File: src/mcr_pkg.sv
// ----------------------------------------------------------------------------
// mcr_pkg: shared types and constants for the midpoint circle rasterizer
// Result kinds, the per-slot emission table and fixed field widths.
// ----------------------------------------------------------------------------
package mcr_pkg;

  // Result kinds carried on the master-side tuser.
  typedef enum logic [1:0] {
    KIND_POINT = 2'd0,
    KIND_SPAN  = 2'd1,
    KIND_DONE  = 2'd2
  } kind_t;

  // Input selector carried on the slave-side tuser.
  localparam logic ACT_START   = 1'b0;
  localparam logic ACT_ADVANCE = 1'b1;

  // Fill pen sits in the high nibble of the color byte.
  localparam logic [7:0] FILL_MASK  = 8'hF0;
  localparam int         SPAN_COUNT = 4;

  // One iteration: four spans, eight points, plus a slot for the done result.
  localparam int NUM_POINTS = 8;
  localparam int NUM_SLOTS  = SPAN_COUNT + NUM_POINTS + 1;
  localparam int SLOT_W     = $clog2(NUM_SLOTS);
  localparam logic [SLOT_W-1:0] DONE_SLOT = SLOT_W'(NUM_SLOTS - 1);

  localparam int WALK_W = 12;   // walk_x (two's complement) and walk_y
  localparam int ERR_W  = 14;   // decision term
  localparam int OUT_W  = 14;   // output coordinates

  typedef logic [NUM_SLOTS-1:0] slot_mask_t;

  // How a slot builds its coordinates from the walk offsets.
  // Spans: column offset is the half width, col_neg unused.
  typedef struct packed {
    kind_t kind;
    logic  col_is_x;
    logic  col_neg;
    logic  row_is_x;
    logic  row_neg;
  } slot_t;

  function automatic slot_t slot_desc(input logic [SLOT_W-1:0] idx);
    slot_t s;
    s = '{kind: KIND_DONE, col_is_x: 1'b0, col_neg: 1'b0,
          row_is_x: 1'b0, row_neg: 1'b0};
    case (idx)
      SLOT_W'(0):  s = '{KIND_SPAN,  1'b0, 1'b0, 1'b1, 1'b0};
      SLOT_W'(1):  s = '{KIND_SPAN,  1'b1, 1'b0, 1'b0, 1'b0};
      SLOT_W'(2):  s = '{KIND_SPAN,  1'b1, 1'b0, 1'b0, 1'b1};
      SLOT_W'(3):  s = '{KIND_SPAN,  1'b0, 1'b0, 1'b1, 1'b1};
      SLOT_W'(4):  s = '{KIND_POINT, 1'b0, 1'b1, 1'b1, 1'b0};
      SLOT_W'(5):  s = '{KIND_POINT, 1'b0, 1'b0, 1'b1, 1'b0};
      SLOT_W'(6):  s = '{KIND_POINT, 1'b1, 1'b1, 1'b0, 1'b0};
      SLOT_W'(7):  s = '{KIND_POINT, 1'b1, 1'b0, 1'b0, 1'b0};
      SLOT_W'(8):  s = '{KIND_POINT, 1'b1, 1'b1, 1'b0, 1'b1};
      SLOT_W'(9):  s = '{KIND_POINT, 1'b1, 1'b0, 1'b0, 1'b1};
      SLOT_W'(10): s = '{KIND_POINT, 1'b0, 1'b1, 1'b1, 1'b1};
      SLOT_W'(11): s = '{KIND_POINT, 1'b0, 1'b0, 1'b1, 1'b1};
      default:     s = '{KIND_DONE,  1'b0, 1'b0, 1'b0, 1'b0};
    endcase
    return s;
  endfunction

endpackage

File: src/midpoint_circle_rasterizer_unit.sv
// ----------------------------------------------------------------------------
// midpoint_circle_rasterizer_unit: midpoint circle walk with optional fill
// Steps a midpoint circle one iteration per advance transaction and streams
// the resulting spans and octant points.
// ----------------------------------------------------------------------------
// Usage:
//   Slave side (s_*): one transaction per command. s_tuser selects a start
//   (load center, radius, color byte, fill flag; no results) or an advance
//   (run one iteration of the walk).
//   Master side (m_*): one transaction per result. m_tuser gives the kind
//   (point, span, done), m_tlast marks the final result of an advance.
//   An advance emits up to four spans (fill on, empty spans dropped) and then
//   eight points; once the walk has ended it emits a single done result.
// Timing:
//   An advance lands in the job register when it is accepted, and its first
//   result loads from there into the output register once that register is
//   free. Results then leave one per cycle while m_tready stays high; an
//   advance gives 8 to 12 results (one for a done result), all through the
//   single result port. The next command is accepted in the cycle its
//   predecessor's last result loads into the output register.
// Reset and stall:
//   rst clears the walk (next advance gives done) and empties the result path.
//   When the receiver holds m_tready low, hold the output register, stop the
//   slot sequencer and drop s_tready until the pending results can move.
// ----------------------------------------------------------------------------
module midpoint_circle_rasterizer_unit
  import mcr_pkg::*;
#(
  parameter int COORD_WIDTH = 12
) (
  input  logic        clk,
  input  logic        rst,
  input  logic        s_tvalid,
  output logic        s_tready,
  // center_x[11:0], center_y[23:12], radius[34:24], color[42:35],
  // fill_on[43], zero pad[47:44]
  input  logic [47:0] s_tdata,
  // action[0]
  input  logic        s_tuser,
  output logic        m_tvalid,
  input  logic        m_tready,
  // x_first[13:0], x_final[27:14], row[41:28], pen[45:42], zero pad[47:46]
  output logic [47:0] m_tdata,
  // kind[1:0]
  output logic [1:0]  m_tuser,
  output logic        m_tlast
);

  // Input field unpacking
  logic [11:0] in_center_x;
  logic [11:0] in_center_y;
  logic [10:0] in_radius;
  logic [7:0]  in_color;
  logic        in_fill_on;

  assign in_center_x = s_tdata[11:0];
  assign in_center_y = s_tdata[23:12];
  assign in_radius   = s_tdata[34:24];
  assign in_color    = s_tdata[42:35];
  assign in_fill_on  = s_tdata[43];

  // Walk state
  logic                    walking;
  logic [COORD_WIDTH-1:0]  mid_x;
  logic [COORD_WIDTH-1:0]  mid_y;
  logic [WALK_W-1:0]       walk_x;   // two's complement
  logic [WALK_W-1:0]       walk_y;
  logic [ERR_W-1:0]        decision; // two's complement
  logic [7:0]              color_byte;
  logic                    fill_mode;

  // Job register: one iteration waiting to be streamed out
  slot_mask_t        job_mask;
  logic [OUT_W-1:0]  job_cx;
  logic [OUT_W-1:0]  job_cy;
  logic [OUT_W-1:0]  job_ox;
  logic [OUT_W-1:0]  job_oy;
  logic [3:0]        job_fill_pen;
  logic [3:0]        job_line_pen;

  // Output register
  kind_t             out_kind;
  logic [OUT_W-1:0]  out_x_first;
  logic [OUT_W-1:0]  out_x_final;
  logic [OUT_W-1:0]  out_row;
  logic [3:0]        out_pen;
  logic              out_last;

  // Handshake and sequencing
  logic              in_fire;
  logic              is_advance;
  logic              out_free;
  logic              job_active;
  logic              issue;
  logic              job_last;
  logic [SLOT_W-1:0] pick;
  slot_mask_t        pick_bit;
  slot_mask_t        job_rest;

  assign in_fire    = s_tvalid && s_tready;
  assign is_advance = (s_tuser == ACT_ADVANCE);
  assign out_free   = !m_tvalid || m_tready;
  assign job_active = |job_mask;
  assign issue      = job_active && out_free;

  // Lowest pending slot goes out first
  always_comb begin
    pick = DONE_SLOT;
    for (int i = NUM_SLOTS - 1; i >= 0; i--) begin
      if (job_mask[i]) begin
        pick = SLOT_W'(i);
      end
    end
  end

  assign pick_bit = slot_mask_t'(1) << pick;
  assign job_rest = job_mask & ~pick_bit;
  assign job_last = (job_rest == '0);
  assign s_tready = !job_active || (issue && job_last);

  // One iteration of the decision update
  logic               walk_ended;
  logic signed [16:0] err0;
  logic signed [16:0] err1;
  logic signed [16:0] err2;
  logic [12:0]        y_step;
  logic signed [12:0] x_step;
  logic [12:0]        x_wide;
  slot_mask_t         new_mask;

  assign x_wide     = {walk_x[WALK_W-1], walk_x};
  assign walk_ended = !walking || ($signed(x_wide) < $signed({1'b0, walk_y}));

  always_comb begin
    err0   = {{3{decision[ERR_W-1]}}, decision};
    y_step = {1'b0, walk_y};
    err1   = err0;
    if (err0 <= 17'sd0) begin
      y_step = {1'b0, walk_y} + 13'd1;
      err1   = err0 + $signed({3'b000, y_step, 1'b1});
    end
    x_step = $signed(x_wide);
    err2   = err1;
    if (err1 > 17'sd0) begin
      x_step = $signed(x_wide) - 13'sd1;
      err2   = err1 - $signed({{3{x_step[12]}}, x_step, 1'b1});
    end
  end

  // Slots for the new job; spans only in fill mode, those of zero half width dropped
  always_comb begin
    new_mask = '0;
    if (walk_ended) begin
      new_mask[DONE_SLOT] = 1'b1;
    end else begin
      new_mask[SPAN_COUNT +: NUM_POINTS] = '1;
      if (fill_mode) begin
        new_mask[0] = (walk_y != '0);
        new_mask[1] = (walk_x != '0);
        new_mask[2] = (walk_x != '0);
        new_mask[3] = (walk_y != '0);
      end
    end
  end

  // State and job registers
  always_ff @(posedge clk) begin
    if (rst) begin
      walking    <= 1'b0;
      mid_x      <= '0;
      mid_y      <= '0;
      walk_x     <= '0;
      walk_y     <= '0;
      decision   <= '0;
      color_byte <= '0;
      fill_mode  <= 1'b0;
      job_mask   <= '0;
    end else begin
      // A new advance replaces the job whose last slot leaves this cycle
      if (in_fire && is_advance) begin
        job_mask <= new_mask;
      end else if (issue) begin
        job_mask <= job_rest;
      end
      if (in_fire && !is_advance) begin
        // Start: load the circle and rewind the walk
        mid_x      <= COORD_WIDTH'(in_center_x);
        mid_y      <= COORD_WIDTH'(in_center_y);
        walk_x     <= WALK_W'(in_radius);
        walk_y     <= '0;
        decision   <= '0;
        color_byte <= in_color;
        fill_mode  <= in_fill_on;
        walking    <= 1'b1;
      end else if (in_fire) begin
        if (walk_ended) begin
          walking <= 1'b0;
        end else begin
          walk_x   <= x_step[WALK_W-1:0];
          walk_y   <= y_step[WALK_W-1:0];
          decision <= err2[ERR_W-1:0];
        end
      end
    end
  end

  // Job payload: snapshot of the iteration before the update
  always_ff @(posedge clk) begin
    if (in_fire && is_advance) begin
      job_cx       <= OUT_W'(mid_x);
      job_cy       <= OUT_W'(mid_y);
      job_ox       <= {{(OUT_W - WALK_W){walk_x[WALK_W-1]}}, walk_x};
      job_oy       <= {{(OUT_W - WALK_W){1'b0}}, walk_y};
      job_fill_pen <= 4'((color_byte & FILL_MASK) >> SPAN_COUNT);
      job_line_pen <= color_byte[3:0];
    end
  end

  // Build the coordinates of the picked slot
  slot_t            sd;
  logic [OUT_W-1:0] col_off;
  logic [OUT_W-1:0] row_off;
  kind_t            res_kind;
  logic [OUT_W-1:0] res_x_first;
  logic [OUT_W-1:0] res_x_final;
  logic [OUT_W-1:0] res_row;
  logic [3:0]       res_pen;

  always_comb begin
    sd      = slot_desc(pick);
    col_off = sd.col_is_x ? job_ox : job_oy;
    row_off = sd.row_is_x ? job_ox : job_oy;
    res_kind    = sd.kind;
    res_row     = sd.row_neg ? (job_cy - row_off) : (job_cy + row_off);
    res_x_first = sd.col_neg ? (job_cx - col_off) : (job_cx + col_off);
    res_x_final = res_x_first;
    res_pen     = job_line_pen;
    case (sd.kind)
      KIND_SPAN: begin
        res_x_first = job_cx - col_off;
        res_x_final = job_cx + col_off - OUT_W'(1);
        res_pen     = job_fill_pen;
      end
      KIND_POINT: begin
        res_pen = job_line_pen;
      end
      default: begin
        res_x_first = '0;
        res_x_final = '0;
        res_row     = '0;
        res_pen     = '0;
      end
    endcase
  end

  // Output register
  always_ff @(posedge clk) begin
    if (rst) begin
      m_tvalid <= 1'b0;
    end else if (issue) begin
      m_tvalid <= 1'b1;
    end else if (m_tready) begin
      m_tvalid <= 1'b0;
    end
  end

  always_ff @(posedge clk) begin
    if (issue) begin
      out_kind    <= res_kind;
      out_x_first <= res_x_first;
      out_x_final <= res_x_final;
      out_row     <= res_row;
      out_pen     <= res_pen;
      out_last    <= job_last;
    end
  end

  assign m_tdata = {2'b00, out_pen, out_row, out_x_final, out_x_first};
  assign m_tuser = out_kind;
  assign m_tlast = out_last;

endmodule

File: config.mk
export PLATFORM = sky130hd
export DESIGN_NAME = midpoint_circle_rasterizer_unit
export DESIGN_NICKNAME = d
export VERILOG_FILES = /design/src/mcr_pkg.sv /design/src/midpoint_circle_rasterizer_unit.sv
export SDC_FILE = /design/constraint.sdc
export NUM_CORES = 1
export LEC_CHECK = 0
export BUFFER_PORTS_ARGS = -buffer_cell sky130_fd_sc_hd__buf_2
export CAP_MARGIN = 20
export CORE_MARGIN = 2
export CORE_UTILIZATION = 35
export CTS_BUF_LIST = sky130_fd_sc_hd__clkbuf_4 sky130_fd_sc_hd__clkbuf_8
export CTS_CLUSTER_SIZE = 24
export DETAILED_ROUTE_END_ITERATION = 10
export GPL_TIMING_DRIVEN = 1
export SLEW_MARGIN = 20
export SYNTH_ARGS = -nofsm -noshare
export SYNTH_HDL_FRONTEND = slang
export SYNTH_SLANG_ARGS = --single-unit
File: constraint.sdc
create_clock -name clk -period 5.75 [get_ports clk]
set_input_delay 0.2875 -clock clk [delete_from_list [all_inputs] [get_ports clk]]
set_output_delay 0.2875 -clock clk [all_outputs]
set_load 0.02 [all_outputs]
; Yosys cells after proc, flatten, opt, wreduce, memory -nomap -nowiden
; Memory sizes are Yosys's and may differ from the RTL's.
; Index checks and enable logic that the tools add are counted.
[classes]
addsub = 9
order_cmp = 3
n_eq_ne = 2
shifts = 1
mux = 35
bitwise = 3
reduce_logical = 29
[op_table]
columns = operator, count
row1 = 14-bit 2-to-1 mux, 5
row2 = 14-bit one-hot mux with 2 select lines, 2
row3 = 11-bit 2-to-1 mux, 4
row4 = 4-bit 2-to-1 mux, 9
row5 = 12-bit by 14-bit adder with 14-bit output, 2
row6 = 12-bit by 14-bit subtractor with 14-bit output, 2
row7 = 13-bit 2-to-1 mux, 2
row8 = 12-bit nonzero test, 2
row9 = "17-bit by 1-bit greater-than comparator with 1-bit output, second input constant", 1
row10 = 17-bit 2-to-1 mux, 1
row11 = 14-bit by 15-bit adder with 16-bit output, 1
row12 = "14-bit by 1-bit less-or-equal comparator with 1-bit output, second input constant", 1
row13 = "14-bit by 1-bit subtractor with 14-bit output, second input constant", 1
row14 = 14-bit subtractor, 1
row15 = "12-bit by 1-bit adder with 13-bit output, second input constant", 1
row16 = 13-bit AND, 1
row17 = 13-bit logical NOT, 1
row18 = 12-bit by 13-bit less-than comparator with 1-bit output, 1
row19 = 13-bit NOT, 1
row20 = 13-bit OR reduction, 1
row21 = "1-bit by 4-bit left shift with 13-bit output, first input constant", 1
row22 = "12-bit by 2-bit subtractor with 13-bit output, second input constant", 1
row23 = 12-bit 2-to-1 mux, 1
row24 = 3-bit 2-to-1 mux, 4
row25 = other kinds (13), 35
[word_totals]
ff_bits = 191
mem_bits_ro = 96
inputBits = 53
elab_cells = 106
n_memories = 1
[mem_list]
columns = memory, words, width, rd, rd_clocked_by_memory_dff, write_ports, line
row1 = (name not given), 16, 6, 1, 0, 0, mcr_pkg.sv:48  ; case (idx)

; Longest topological paths before layout
[logic_depth]
depth_word = 22
mapped_depth = 25
mapped_depth_nobuf = 24

; Least setup slack after synthesis
; OpenSTA, ideal clock, no wires.
[synth_timing]
path_kind = register -> register
start = register job_mask[10]
end = register out_x_final[13], data pin
setup_ns = 0.167
arrival_ns = 4.956
setup_slack_ns = 0.626
path_stages_with_launch = 22
path_cell_list = dfxtp_1 nand2b_1 a21o_1 a21oi_1 o21ai_0 a31o_2 ha_1 nor2_1 a31o_2 clkbuf_1 mux2_2 ha_1 clkbuf_1 o21ai_0 o21ai_0 a311oi_1 a311oi_1 o2111a_1 nand3b_1 or4_1 o311a_1 a211oi_1
[synth_via]
elab_chain_len = 16
word_cells_on_any_way = 20
[synth_lines]
columns = item, line
row1 = from (decl), midpoint_circle_rasterizer_unit.sv:73  ; slot_mask_t job_mask;
row2 = from (signal assigned), midpoint_circle_rasterizer_unit.sv:181  ; job_mask <= new_mask;
row3 = from (signal assigned), midpoint_circle_rasterizer_unit.sv:183  ; job_mask <= job_rest;
row4 = 3-bit 2-to-1 mux (*) (3 in series), midpoint_circle_rasterizer_unit.sv:110  ; if (job_mask[i]) begin
row5 = 4-bit 2-to-1 mux (*) (8 in series), midpoint_circle_rasterizer_unit.sv:110
row6 = memory 16 x 6 bit (*), n/a
row7 = 14-bit 2-to-1 mux, midpoint_circle_rasterizer_unit.sv:231  ; col_off = sd.col_is_x ? job_ox : job_oy;
row8 = 12-bit by 14-bit adder with 14-bit output or 12-bit by 14-bit subtractor with 14-bit output (tied branches), "midpoint_circle_rasterizer_unit.sv:235, midpoint_circle_rasterizer_unit.sv:241"
row9 = 14-bit by 1-bit subtractor with 14-bit output or 14-bit 2-to-1 mux (tied branches), "midpoint_circle_rasterizer_unit.sv:241, midpoint_circle_rasterizer_unit.sv:235"
row10 = 14-bit one-hot mux with 2 select lines (*), midpoint_circle_rasterizer_unit.sv:238  ; case (sd.kind)
row11 = named net res_x_final[13], midpoint_circle_rasterizer_unit.sv:225  ; logic [OUT_W-1:0] res_x_final;
row12 = to (signal assigned), midpoint_circle_rasterizer_unit.sv:271  ; out_x_final <= res_x_final;
row13 = to (decl), midpoint_circle_rasterizer_unit.sv:84  ; logic [OUT_W-1:0] out_x_final;
; Mark *: on every way through the listed nets, which the timed path passes. The rest lies on a longest branch.
; A chain may end at the register's enable or synchronous reset.

; Final worst setup path
[layout_timing]
start = register walk_y[1]
end = register decision[13]
[layout_via]
elab_chain_len = 5
word_cells_on_any_way = 10
[layout_lines]
columns = item, line
row1 = from (decl), midpoint_circle_rasterizer_unit.sv:67  ; logic [WALK_W-1:0] walk_y;
row2 = from (signal assigned), midpoint_circle_rasterizer_unit.sv:200  ; walk_y <= y_step[WALK_W-1:0];
row3 = 12-bit by 1-bit adder with 13-bit output, midpoint_circle_rasterizer_unit.sv:139  ; y_step = {1'b0, walk_y} + 13'd1;
row4 = 14-bit by 15-bit adder with 16-bit output, midpoint_circle_rasterizer_unit.sv:140  ; err1 = err0 + $signed({3'b000, y_step, 1'b1});
row5 = 17-bit 2-to-1 mux, midpoint_circle_rasterizer_unit.sv:138  ; if (err0 <= 17'sd0) begin
row6 = 14-bit subtractor or 17-bit by 1-bit greater-than comparator with 1-bit output (tied branches), "midpoint_circle_rasterizer_unit.sv:146, midpoint_circle_rasterizer_unit.sv:144"
row7 = 14-bit 2-to-1 mux, midpoint_circle_rasterizer_unit.sv:144  ; if (err1 > 17'sd0) begin
row8 = to (signal assigned), midpoint_circle_rasterizer_unit.sv:201  ; decision <= err2[ERR_W-1:0];
row9 = to (decl), midpoint_circle_rasterizer_unit.sv:68  ; logic [ERR_W-1:0] decision;
; Several ways; a longest one is shown, not always the timed one.

==> flow_summary.toml <==
[status]
outcome = "finished, final reports clean"

[global_routing]
antenna_found_initial = 0
grt_pass1_vias = 10255
grtUsageTotal_pct = 17.87
grt_overflow = 0
grt_max_degree = 62
grt_pass1_wl_mm = 54.64

[sta]
finClkSkew_ps = 30.97
fmax_mhz = 186.7
worst_slew_pin_slew_ps = 812.6
min_period_ps = 5357
setup_viol = 0
rsz0062_at_grt = "no"
fin_setup_tns_ps = 0
hold_viol_final = 0
maxSlewHeadroom_pct = 45.83
drv_slew = 0
fin_crit_sh_pct = 93.16

[clocking]
clk_latency_ps = 500
clk_path_buf_depth = 2
holdBufCountCts = 0
cts_buffers = 17
cts_sinks = 191
cts_tree = "done"
cts_max_level = 4
post-cts-setup-buffers = 0
cts_resized = 0
cts_root_buf = "clkbuf_8"
cts.clk_slew.worst_paths_ps = 110

[detailed_routing]
post_drt_wl_per_cell_um = 17.01
routed_wl_mm = 33.53
ant_nets = 0
vias_per_cell = 5.392
drt_iter0_drc = 767
num_vias = 10628
dr.pass1.iters = 5
drc = 0

[placement]
place_congestion = 0.8752
dpl_cell_area_um2 = 13670
dp.cells = 1939
dp_hpwl_mm = 24.97
portBuffers = 99

[worst_setup_path]
crit_slowest_cell = "or4b_1"
path_cells = "ha_1 > nand3_1 > or3_1 > or3_1 > xnor2_1 > ha_1 > nand2_1 > or4b_1 > a21o_1 > and3_1 > nor3_1 > inv_1 > ha_1 > nor2_1 > o21ai_0 > o32a_1 > xnor2_1 > o21ai_0 > a21boi_0 > a211oi_1"
required_ps = 6140
reg2reg_depth = 20
crit_fanout = 7
cp_top_family = "simple AND/OR/NAND/NOR gates"
cp.depth = 20
crit_path_end_kind = "flop"
crit_arrival_ps = 5750
cp_num_buf_inv = 1
critPathMaxStageDelay_ps = 530
worstSetupPathType = "flop to flop"
crit_path_frequent_cell = "ha_1"
worstSetupStartpointType = "flop"

[cells_and_area]
fin_area_um2 = 14070
layout_common_cells = "nand2_1 (143), nor2_1 (135), a21oi_1 (117)"
final_common_cell = "nand2_1"
nNetsFinal = 1640
drive_above_1_share_pct = 13.44
antenna_cells = 0
area_growth_pct = 11.25
fillers = 3652
final_cells = 1971

[floorplan]
die_h_um = 194.1
placementRows = 69
start_util_pct = 35.55
core_region_area_um2 = 35570
ios = 106
dieWidth_um = 194.1
dieArea_um2 = 37670

[yosys]
yosys_most_used_dff = "edfxtp_1"
synth_top_area_cell = "edfxtp_1"
synth-async-reset-ratio_pct = 0
seq_area_frac_synth_pct = 38.55
yosysUniqueCellTypes = 87
syn_inst = 1414
synth_edf_count = 105
synth.area.top_cells = "edfxtp_1 (25%), dfxtp_1 (14%), ha_1 (8.4%)"
synth_top_area_share_pct = 24.93
synth.avg_cell_area_um2 = 8.943
yosys_warnings = 0
synth-seq-cells = 191
syn_area_um2 = 12650

[min_path]
hold_path_depth = 3
min_path_type = "input pin to flop"

[power]
leakagePower_nw = 5.342
pwr_density_cell_nw_per_um2 = 495.3
ir_worst_vdd_v = 0.0002647
total_power_mw = 6.969

[job]
maxCapViolCount = 0
## cell usage after synthesis (7+ instances only)
cell type,instances
a211oi_1,23
a21o_1,13
a21oi_1,117
a22oi_1,8
a311oi_1,15
a31oi_1,18
and2_1,7
clkbuf_1,46
dfxtp_1,86
edfxtp_1,105
ha_1,85
inv_1,69
mux2_2,12
mux2i_1,22
nand2_1,143
nand2b_1,17
nand3_1,42
nor2_1,136
nor2b_1,14
nor3_1,50
nor4_1,18
o21a_1,13
o21ai_0,66
o21bai_1,7
o31ai_1,17
or2_2,9
or3_1,27
or4_1,19
xnor2_1,55
xor2_1,33
## worst paths after layout
path / start / end / slack (ps)
setup / recovery: walk_y[1] / decision[13] / 390
hold / removal: s_tdata[10] / mid_x[10] / 30
setup reg to reg: walk_y[1] / decision[13] / 390
hold reg to reg: mid_x[9] / job_cx[9] / 420
## cell type report
cell class / instances / area, um2 / area share (%)
Clock buffer: 20 / 262.8 / 1.868
Clock inverter: 12 / 123.9 / 0.8805
Inverter: 70 / 262.8 / 1.868
Multi-Input combinational cell: 1094 / 7292 / 51.83
Sequential cell: 191 / 4875 / 34.65
Tap cell: 461 / 576.8 / 4.100
Timing Repair Buffer: 123 / 675.6 / 4.803
## state kept, by name (all words and copies together) (netlist names), 2 cells and up
signal and flops:
color_byte 8, decision 14, job_cx 12, job_cy 12, job_fill_pen 4, job_line_pen 4
job_mask 13, job_ox 12, job_oy 12, m_tuser 2, mid_x 12, mid_y 12
out_pen 4, out_row 14, out_x_final 14, out_x_first 14, walk_x 12, walk_y 12
## kinds of logic after synthesis
family	count (synthesis)	synth area share [%]
and+or+nand+nor	518	20.26
AOI/OAI and AO/OA	362	18.96
DFF	191	38.55
buffers and inverters	130	4.096
adders and majority gates	90	9.202
xor gates and xnor gates	88	6.095
muxes	34	2.810
other	1	0.02965
## per-stage QoR
stage / utilization, % / hold WS, ps / setup WS [ps]
finish: 39.55 / 29.73 / 393.1
detailed placement: 38.42 / 414.5 / 331.7
CTS: 39.51 / 3.579 / 276.3
floorplan: - / 408.1 / 626.4
global placement: 38.42 / 410.7 / 367.0
global route: 39.55 / 7.829 / 36.67
## tightest hold or removal path: stages
cell	delay (ps)
buf_2	100
nand2_1	50
a21oi_1	50
## power breakdown
| part | internal, mW | switching (mW) | leakage [nW] |
|---|---|---|---|
| logic | 1.59 | 2.51 | 3.44 |
| registers | 1.80 | 0.163 | 1.71 |
| clock network | 0.375 | 0.529 | 0.191 |
## routing by layer
metal	GRT usage (%)	share of wire (%)	vias up
met2	28.85	45	243
met5	0	0	-
met1	25.28	48	4991
met4	4.349	1.3	0
met3	2.383	4.9	30
li1	-	-	5364
Power figures use the tool's default switching activity.
